$ cat config.mk
export PLATFORM = sky130hd
export DESIGN_NAME = esds_decoder_config_extractor
export DESIGN_NICKNAME = d
export VERILOG_FILES = /design/src/sv/esds_pkg.sv /design/src/sv/esds_outq.sv /design/src/sv/esds_decoder_config_extractor.sv
export VERILOG_INCLUDE_DIRS = /design/src /design/src/sv
export SDC_FILE = /design/constraint.sdc
export NUM_CORES = 1
export LEC_CHECK = 0
export BUFFER_PORTS_ARGS = -buffer_cell sky130_fd_sc_hd__clkbuf_2
export CORE_MARGIN = 2
export CORE_UTILIZATION = 49
export DETAILED_ROUTE_END_ITERATION = 6
export MAX_ROUTING_LAYER = met4
export PLACE_DENSITY = 0.69
export SETUP_SLACK_MARGIN = 0.2
export SYNTH_ARGS = -nofsm -noshare
export SYNTH_HDL_FRONTEND = slang
export SYNTH_SLANG_ARGS = --single-unit
$ cat constraint.sdc
create_clock -name clk_i -period 3.1 [get_ports clk_i]
set_input_delay 0.775 -clock clk_i [delete_from_list [all_inputs] [get_ports clk_i]]
set_output_delay 0.775 -clock clk_i [all_outputs]
set_load 0.03 [all_outputs]
$ cat src/sv/assert_macros.svh
// assertion macros for the rtl, included by the top-level file
`ifndef ASSERT_MACROS_SVH
`define ASSERT_MACROS_SVH

`ifndef SYNTHESIS
`define ASSERT_AT(lbl, clk, rst_n, prop) \
  lbl: assert property (@(posedge clk) disable iff (!rst_n) prop) \
    else $error("assertion failed");
`define ASSERT_NEVER(lbl, clk, rst_n, expr) \
  lbl: assert property (@(posedge clk) disable iff (!rst_n) !(expr)) \
    else $error("forbidden condition seen");
`else
`define ASSERT_AT(lbl, clk, rst_n, prop)
`define ASSERT_NEVER(lbl, clk, rst_n, expr)
`endif

`endif

$ cat src/sv/esds_pkg.sv
// types and constants of the descriptor config extractor
package esds_pkg;

  localparam int LEN_W    = 28;
  localparam int PHASE_W  = 4;
  localparam int SKIP_W   = 4;
  localparam int GRP_W    = 3;
  localparam int QDEPTH   = 3;
  localparam int QCNT_W   = 2;

  localparam logic [PHASE_W-1:0] PH_HDR  = 4'd0;
  localparam logic [PHASE_W-1:0] PH_TAG1 = 4'd1;
  localparam logic [PHASE_W-1:0] PH_LEN1 = 4'd2;
  localparam logic [PHASE_W-1:0] PH_ID   = 4'd3;
  localparam logic [PHASE_W-1:0] PH_PRIO = 4'd4;
  localparam logic [PHASE_W-1:0] PH_TAG2 = 4'd5;
  localparam logic [PHASE_W-1:0] PH_LEN2 = 4'd6;
  localparam logic [PHASE_W-1:0] PH_CFG  = 4'd7;
  localparam logic [PHASE_W-1:0] PH_TAG3 = 4'd8;
  localparam logic [PHASE_W-1:0] PH_LEN3 = 4'd9;
  localparam logic [PHASE_W-1:0] PH_PAY  = 4'd10;
  localparam logic [PHASE_W-1:0] PH_DONE = 4'd11;

  localparam logic [SKIP_W-1:0] HDR_SKIP = 4'd4;
  localparam logic [SKIP_W-1:0] ID_SKIP  = 4'd2;
  localparam logic [SKIP_W-1:0] CFG_SKIP = 4'd13;

  localparam logic [7:0] TAG_ES_DESC   = 8'h03;
  localparam logic [7:0] TAG_DEC_CFG   = 8'h04;
  localparam logic [7:0] TAG_DEC_SPEC  = 8'h05;
  localparam logic [7:0] LEN_MORE_BIT  = 8'h80;
  localparam logic [7:0] LEN_GRP_MASK  = 8'h7f;

  localparam logic KIND_PAYLOAD = 1'b0;
  localparam logic KIND_STATUS  = 1'b1;

  localparam logic [1:0] ST_FOUND     = 2'd0;
  localparam logic [1:0] ST_NONE      = 2'd1;
  localparam logic [1:0] ST_TRUNCATED = 2'd2;

  typedef struct packed {
    logic             item_kind;
    logic [7:0]       payload_byte;
    logic [1:0]       status_code;
    logic [LEN_W-1:0] payload_length;
    logic             run_last;
  } result_t;

  typedef struct packed {
    logic [1:0] cnt;
    result_t    item_a;
    result_t    item_b;
  } push_t;

endpackage

$ cat src/sv/esds_outq.sv
// three-entry result queue in front of the output stream
module esds_outq
  import esds_pkg::*;
(
  input  logic    clk_i,
  input  logic    rst_ni,
  input  push_t   push_i,
  input  logic    pop_ready_i,
  output logic    valid_o,
  output result_t item_o,
  output logic    room_o
);

  logic [QCNT_W-1:0] cnt_q, cnt_d, cnt_mid;
  result_t           slot_q [QDEPTH];
  result_t           slot_d [QDEPTH];
  result_t           sh     [QDEPTH];
  logic              pop;

  assign valid_o = (cnt_q != '0);
  assign item_o  = slot_q[0];
  assign room_o  = !cnt_q[1];
  assign pop     = valid_o && pop_ready_i;
  assign cnt_mid = cnt_q - QCNT_W'(pop);
  assign cnt_d   = cnt_mid + push_i.cnt;

  always_comb begin
    for (int i = 0; i < QDEPTH; i++) begin
      if (pop && (i < QDEPTH - 1)) begin
        sh[i] = slot_q[i+1];
      end else begin
        sh[i] = slot_q[i];
      end
    end
    for (int i = 0; i < QDEPTH; i++) begin
      if (QCNT_W'(i) < cnt_mid) begin
        slot_d[i] = sh[i];
      end else if (QCNT_W'(i) == cnt_mid) begin
        slot_d[i] = push_i.item_a;
      end else begin
        slot_d[i] = push_i.item_b;
      end
    end
  end

  always_ff @(posedge clk_i or negedge rst_ni) begin
    if (!rst_ni) begin
      cnt_q <= '0;
    end else begin
      cnt_q <= cnt_d;
    end
  end

  always_ff @(posedge clk_i) begin
    for (int i = 0; i < QDEPTH; i++) begin
      slot_q[i] <= slot_d[i];
    end
  end

endmodule

$ cat src/sv/esds_decoder_config_extractor.sv
// top level: descriptor walker extracting decoder-specific config bytes
// results: the items of an accepted byte are registered into the result queue and leave from its head
// throughput: one byte per cycle while the queue has room; a record-end byte inside the payload yields two items
// input stalls while two or more items wait in the three-entry result queue
// reset: rst_ni clears the parse state to the header skip phase and empties the queue
`include "assert_macros.svh"

module esds_decoder_config_extractor
  import esds_pkg::*;
#(
  parameter int MAX_LENGTH_GROUPS = 4
) (
  input  logic        clk_i,
  input  logic        rst_ni,
  input  logic        s_axis_tvalid_i,
  output logic        s_axis_tready_o,
  input  logic [7:0]  s_axis_tdata_i,   // [7:0] data_byte
  input  logic        s_axis_tlast_i,   // record_end
  output logic        m_axis_tvalid_o,
  input  logic        m_axis_tready_i,
  output logic [39:0] m_axis_tdata_o,   // [7:0] payload_byte, [9:8] status_code,
                                        // [37:10] payload_length, [39:38] zero
  output logic        m_axis_tuser_o,   // item_kind
  output logic        m_axis_tlast_o    // run_last
);

  logic [PHASE_W-1:0] phase_q, phase_d, phase_s;
  logic [SKIP_W-1:0]  skip_q, skip_d, skip_s, skip_dec;
  logic [LEN_W-1:0]   acc_q, acc_d, acc_s, acc_shift;
  logic [GRP_W-1:0]   grp_q, grp_d, grp_s, grp_inc;
  logic [7:0]         tag_q, tag_d, tag_s;
  logic [LEN_W-1:0]   rem_q, rem_d, rem_s, rem_dec;
  logic               seen_q, seen_d, seen_s;
  logic               in_acc, len_done, pay_valid;
  logic [7:0]         b;
  result_t            pay_item, stat_item, out_item;
  push_t              push;
  logic               room;

  assign b        = s_axis_tdata_i;
  assign in_acc   = s_axis_tvalid_i && s_axis_tready_o;
  assign skip_dec = skip_q - SKIP_W'(1);
  assign rem_dec  = rem_q - LEN_W'(1);
  assign grp_inc  = grp_q + GRP_W'(1);
  assign acc_shift = {acc_q[LEN_W-8:0], b[6:0] & LEN_GRP_MASK[6:0]};
  assign len_done  = ((b & LEN_MORE_BIT) == 8'h00) ||
                     (grp_inc >= GRP_W'(MAX_LENGTH_GROUPS));

  always_comb begin
    phase_s   = phase_q;
    skip_s    = skip_q;
    acc_s     = acc_q;
    grp_s     = grp_q;
    tag_s     = tag_q;
    rem_s     = rem_q;
    seen_s    = seen_q;
    pay_valid = 1'b0;
    case (phase_q)
      PH_HDR: begin
        skip_s = skip_dec;
        if (skip_dec == '0) phase_s = PH_TAG1;
      end
      PH_TAG1, PH_TAG2, PH_TAG3: begin
        tag_s = b;
        acc_s = '0;
        grp_s = '0;
        if (phase_q == PH_TAG1) begin
          phase_s = PH_LEN1;
        end else if (phase_q == PH_TAG2) begin
          phase_s = PH_LEN2;
        end else begin
          phase_s = PH_LEN3;
        end
      end
      PH_LEN1: begin
        acc_s = acc_shift;
        grp_s = grp_inc;
        if (len_done) begin
          phase_s = PH_ID;
          skip_s  = ID_SKIP;
        end
      end
      PH_ID: begin
        skip_s = skip_dec;
        if (skip_dec == '0) phase_s = (tag_q == TAG_ES_DESC) ? PH_PRIO : PH_TAG2;
      end
      PH_PRIO: begin
        phase_s = PH_TAG2;
      end
      PH_LEN2: begin
        acc_s = acc_shift;
        grp_s = grp_inc;
        if (len_done) begin
          if (tag_q == TAG_DEC_CFG) begin
            phase_s = PH_CFG;
            skip_s  = CFG_SKIP;
          end else begin
            phase_s = PH_DONE;
          end
        end
      end
      PH_CFG: begin
        skip_s = skip_dec;
        if (skip_dec == '0) phase_s = PH_TAG3;
      end
      PH_LEN3: begin
        acc_s = acc_shift;
        grp_s = grp_inc;
        if (len_done) begin
          if (tag_q == TAG_DEC_SPEC) begin
            rem_s = acc_shift;
            if (acc_shift == '0) begin
              seen_s  = 1'b1;
              phase_s = PH_DONE;
            end else begin
              phase_s = PH_PAY;
            end
          end else begin
            phase_s = PH_DONE;
          end
        end
      end
      PH_PAY: begin
        pay_valid = 1'b1;
        rem_s     = rem_dec;
        if (rem_dec == '0) begin
          seen_s  = 1'b1;
          phase_s = PH_DONE;
        end
      end
      default: begin
      end
    endcase
  end

  always_comb begin
    pay_item.item_kind      = KIND_PAYLOAD;
    pay_item.payload_byte   = b;
    pay_item.status_code    = ST_FOUND;
    pay_item.payload_length = acc_q;
    pay_item.run_last       = 1'b0;

    stat_item.item_kind    = KIND_STATUS;
    stat_item.payload_byte = 8'h00;
    stat_item.run_last     = 1'b1;
    if (seen_s) begin
      stat_item.status_code    = ST_FOUND;
      stat_item.payload_length = acc_s;
    end else if (phase_s == PH_PAY) begin
      stat_item.status_code    = ST_TRUNCATED;
      stat_item.payload_length = acc_s;
    end else if ((phase_s == PH_LEN3) && (tag_s == TAG_DEC_SPEC)) begin
      stat_item.payload_length = {acc_s[LEN_W-8:0], 7'b0};
      stat_item.status_code    = (acc_s[LEN_W-8:0] == '0) ? ST_FOUND : ST_TRUNCATED;
    end else begin
      stat_item.status_code    = ST_NONE;
      stat_item.payload_length = '0;
    end
  end

  always_comb begin
    if (s_axis_tlast_i) begin
      phase_d = PH_HDR;
      skip_d  = HDR_SKIP;
      acc_d   = '0;
      grp_d   = '0;
      tag_d   = '0;
      rem_d   = '0;
      seen_d  = 1'b0;
    end else begin
      phase_d = phase_s;
      skip_d  = skip_s;
      acc_d   = acc_s;
      grp_d   = grp_s;
      tag_d   = tag_s;
      rem_d   = rem_s;
      seen_d  = seen_s;
    end
  end

  always_ff @(posedge clk_i or negedge rst_ni) begin
    if (!rst_ni) begin
      phase_q <= PH_HDR;
      skip_q  <= HDR_SKIP;
      acc_q   <= '0;
      grp_q   <= '0;
      tag_q   <= '0;
      rem_q   <= '0;
      seen_q  <= 1'b0;
    end else if (in_acc) begin
      phase_q <= phase_d;
      skip_q  <= skip_d;
      acc_q   <= acc_d;
      grp_q   <= grp_d;
      tag_q   <= tag_d;
      rem_q   <= rem_d;
      seen_q  <= seen_d;
    end
  end

  always_comb begin
    if (!in_acc) begin
      push.cnt = 2'd0;
    end else begin
      push.cnt = 2'(pay_valid) + 2'(s_axis_tlast_i);
    end
    push.item_a = pay_valid ? pay_item : stat_item;
    push.item_b = stat_item;
  end

  esds_outq u_outq (
    .clk_i       (clk_i),
    .rst_ni      (rst_ni),
    .push_i      (push),
    .pop_ready_i (m_axis_tready_i),
    .valid_o     (m_axis_tvalid_o),
    .item_o      (out_item),
    .room_o      (room)
  );

  assign s_axis_tready_o = room;
  assign m_axis_tdata_o  = {2'b00, out_item.payload_length, out_item.status_code,
                            out_item.payload_byte};
  assign m_axis_tuser_o  = out_item.item_kind;
  assign m_axis_tlast_o  = out_item.run_last;

  `ASSERT_AT(a_reset_after_record, clk_i, rst_ni,
    (in_acc && s_axis_tlast_i) |=> (phase_q == PH_HDR && skip_q == HDR_SKIP && !seen_q))
  `ASSERT_NEVER(a_pay_rem_nonzero, clk_i, rst_ni, (phase_q == PH_PAY) && (rem_q == '0))
  `ASSERT_NEVER(a_stall_without_output, clk_i, rst_ni, !s_axis_tready_o && !m_axis_tvalid_o)

endmodule
==> run metrics <==
most frequent cells in the layout=119 x nand2_1, 117 x edfxtp_1, 103 x buf_4, 89 x nor2_1, 73 x dfrtp_1; Mapped Cells=1013; DP HPWL=18.0 mm; Layout area overhead=23.3%; endpoints failing setup=0; worst flop-to-flop path startpoint=skip_q[0]$_DFFE_PN0P_; fin crit share=93.2%; Max Clk Rate=346 MHz; Post-synth EDFFs=117; DRT Pass-1 Iters=5; core area=0.0202 mm^2; crit-path max FO=7; Power Total=0.0129 W; clk_lat worst skew=440 ps; IO Count=57; Min-Delay Path Class=input pin to asynchronous set/reset pin; Leak=5.26 nW; RSZ-0062 raised after global routing=true; PortBufs=54; CTS tree=yes; Post-Route Utilization=61.4%; Syn. warnings=0; Iter 0 DRT Violations=752; final setup TNS=0 ps; worst vdd ir=0.000602 V; synth top area cells=edfxtp_1 35%, dfrtp_1 19%, a22o_1 5.6%; hold_buf cts=0; Slew HR=61.3%; pwr/cell area=1040 mW/mm^2; Critical Path RT=3400 ps; fin crit period=2890 ps; syn avg cell area=9.92 um^2; asr flop ratio synth=40.0%; crit end category=register; max-cap violations=0; chip height=147 um; Synth top area share=35.0%; Multi-input gate area=0.00453 mm^2; R2R Path End=u_outq.slot_q[0][50]$_DFFE_PP_; Worst Clk Skew=14.7 ps; fin. max-slew vios=0; Worst R2R Path Depth=13; DIE AREA=0.0217 mm^2; register area share after synthesis=54.4%; cell taking the most area after synthesis=edfxtp_1; vias in the first global route=7876; Synth Flop Type=edfxtp_1; largest net degree at the start of global routing=49; CTS max path bufs=2; detailed-route wire length per cell=18.9 um; via count=8441; first-pass GRT wire length=42.6 mm; Synth cell types=72; Startpoint Class=register; initial antenna violation count=0; htree depth=4; share of post-route cells with drive strength above 1=25.8%; GR Overflow Total=0; clock slew seen by the registers of the worst setup and hold paths=90 ps; Reg area=0.00547 mm^2; Row Count=52; post-detailed-route count of antenna-violating nets=0; post-route cell area=0.0124 mm^2; WP data arrival=3180 ps; clk sinks=195; Post-DP Area=0.0112 mm^2; final hold vios=0; Synth Register Bits=195; Initial Util=49.8%; Num CTS Buffers=17; final hold slack=301 ps; DRT Wirelength=26.8 mm; r2r setup slk=210 ps; Setup CP Type=register to register; Worst-Margin Slew=578 ps; Root Buffer=clkbuf_16; gr usage total=25.6%; fillers=1593; die width=147 um; Post-Synthesis Cell Area=0.0100 mm^2; DRC=0; vias per cell=5.97; Layout Nets=1152; commonest non-fill, non-tap cell in the layout=nand2_1; status=finished, final reports clean; gpl congestion=0.903
-- cells in the mapped netlist (6+ instances only) --
cell type and n:
nand2_1 132, edfxtp_1 117, nor2_1 95, dfrtp_1 77, o21ai_0 74, a22o_1 64
a21oi_1 63, clkbuf_1 59, inv_1 39, a22oi_1 27, nor3_1 24, nand3_1 23
a31oi_1 19, nor4_1 18, o21ai_1 15, and2_1 10, or3_1 10, ha_1 9
nand2b_1 8, nand4_1 8, xnor2_1 8, or4_1 7, buf_2 6, xor2_1 6
-- worst max path at each step --
stage	slack (ps)	depth (start not counted)	start	to
global route	80	13	skip_q[0]$_DFFE_PN0P_	u_outq.slot_q[0][50]$_DFFE_PP_
CTS	200	12	skip_q[1]$_DFFE_PN0P_	u_outq.slot_q[0][55]$_DFFE_PP_
floorplan	-70	8	u_outq.cnt_q[1]$_DFF_PN0_	u_outq.slot_q[0][40]$_DFFE_PP_
finish	210	13	skip_q[0]$_DFFE_PN0P_	u_outq.slot_q[0][50]$_DFFE_PP_
global placement	-560	9	s_axis_tdata_i[4]	u_outq.slot_q[0][25]$_DFFE_PP_
detailed placement	-570	9	s_axis_tdata_i[4]	u_outq.slot_q[0][55]$_DFFE_PP_
-- stage by stage --
step	setup slack, ps	std cells
3_5_place_dp	-570	1364
3_3_place_gp	-557	1364
6_report	211	1414
4_1_cts	199	1404
2_1_floorplan	-67.1	1014
5_1_grt	77.5	1413
-- power by group --
group / internal, W / switching [W]
registers: 0.00417 / 0.000485
clock network: 0.00112 / 0.00116
logic: 0.00212 / 0.00386
total: 0.00741 / 0.00551
-- critical path: stages, from the launching register on --
cell and delay [ps]:
dfrtp_1 400, buf_6 130, o21a_1 200, o41ai_2 400, buf_4 190, nand4_1 110
a21oi_2 180, buf_4 160, o21ai_1 110, buf_4 170, nor4b_4 230, buf_6 170
nand2_1 120, a31oi_1 190
-- timing repair --
item | in CTS | in global routing
pin swaps | 10 | 33
setup buffers | 7 | 8
endpoints found under the hold margin | 0 | 0
gates cloned | 1 | 1
resized for setup | 33 | 58
endpoints found under the setup margin | 82 | 103
-- cell families after synthesis --
| kind of cell | Yosys count | share of synthesized area (%) |
|---|---|---|
| compound gates | 308 | 20.4 |
| xor+xnor | 14 | 1.22 |
| fa+ha+maj | 9 | 1.12 |
| buf+inv | 112 | 4.48 |
| flops | 195 | 54.4 |
| mux | 2 | 0.199 |
| other cells | 1 | 0.0373 |
| simple gates | 372 | 18.1 |
-- state kept, by name, summed over array words and instances, names as in the netlist --
| signal | flops |
|---|---|
| acc_q | 28 |
| grp_q | 3 |
| phase_q | 4 |
| rem_q | 28 |
| seen_q | 1 |
| skip_q | 4 |
| tag_q | 8 |
| u_outq.cnt_q | 2 |
| u_outq.slot_q | 117 |
-- routing by layer --
layer	part of all wire, %	global-route usage [%]
met3	7.3	4.66
met5	0	-
met2	46	38.5
met1	44	35.6
met4	2.2	8.17
-- cell type report --
| class | instances | share of cell area [%] |
|---|---|---|
| sequential | 195 | 44.2 |
| inverter | 40 | 1.21 |
| clock inverter | 15 | 1.55 |
| antenna | 1 | 0.0202 |
| multi-input combinational | 707 | 36.6 |
| clock buffer | 17 | 3.43 |
| tap | 270 | 2.73 |
| timing repair buffer | 169 | 10.3 |
Power figures use the tool's default switching activity.
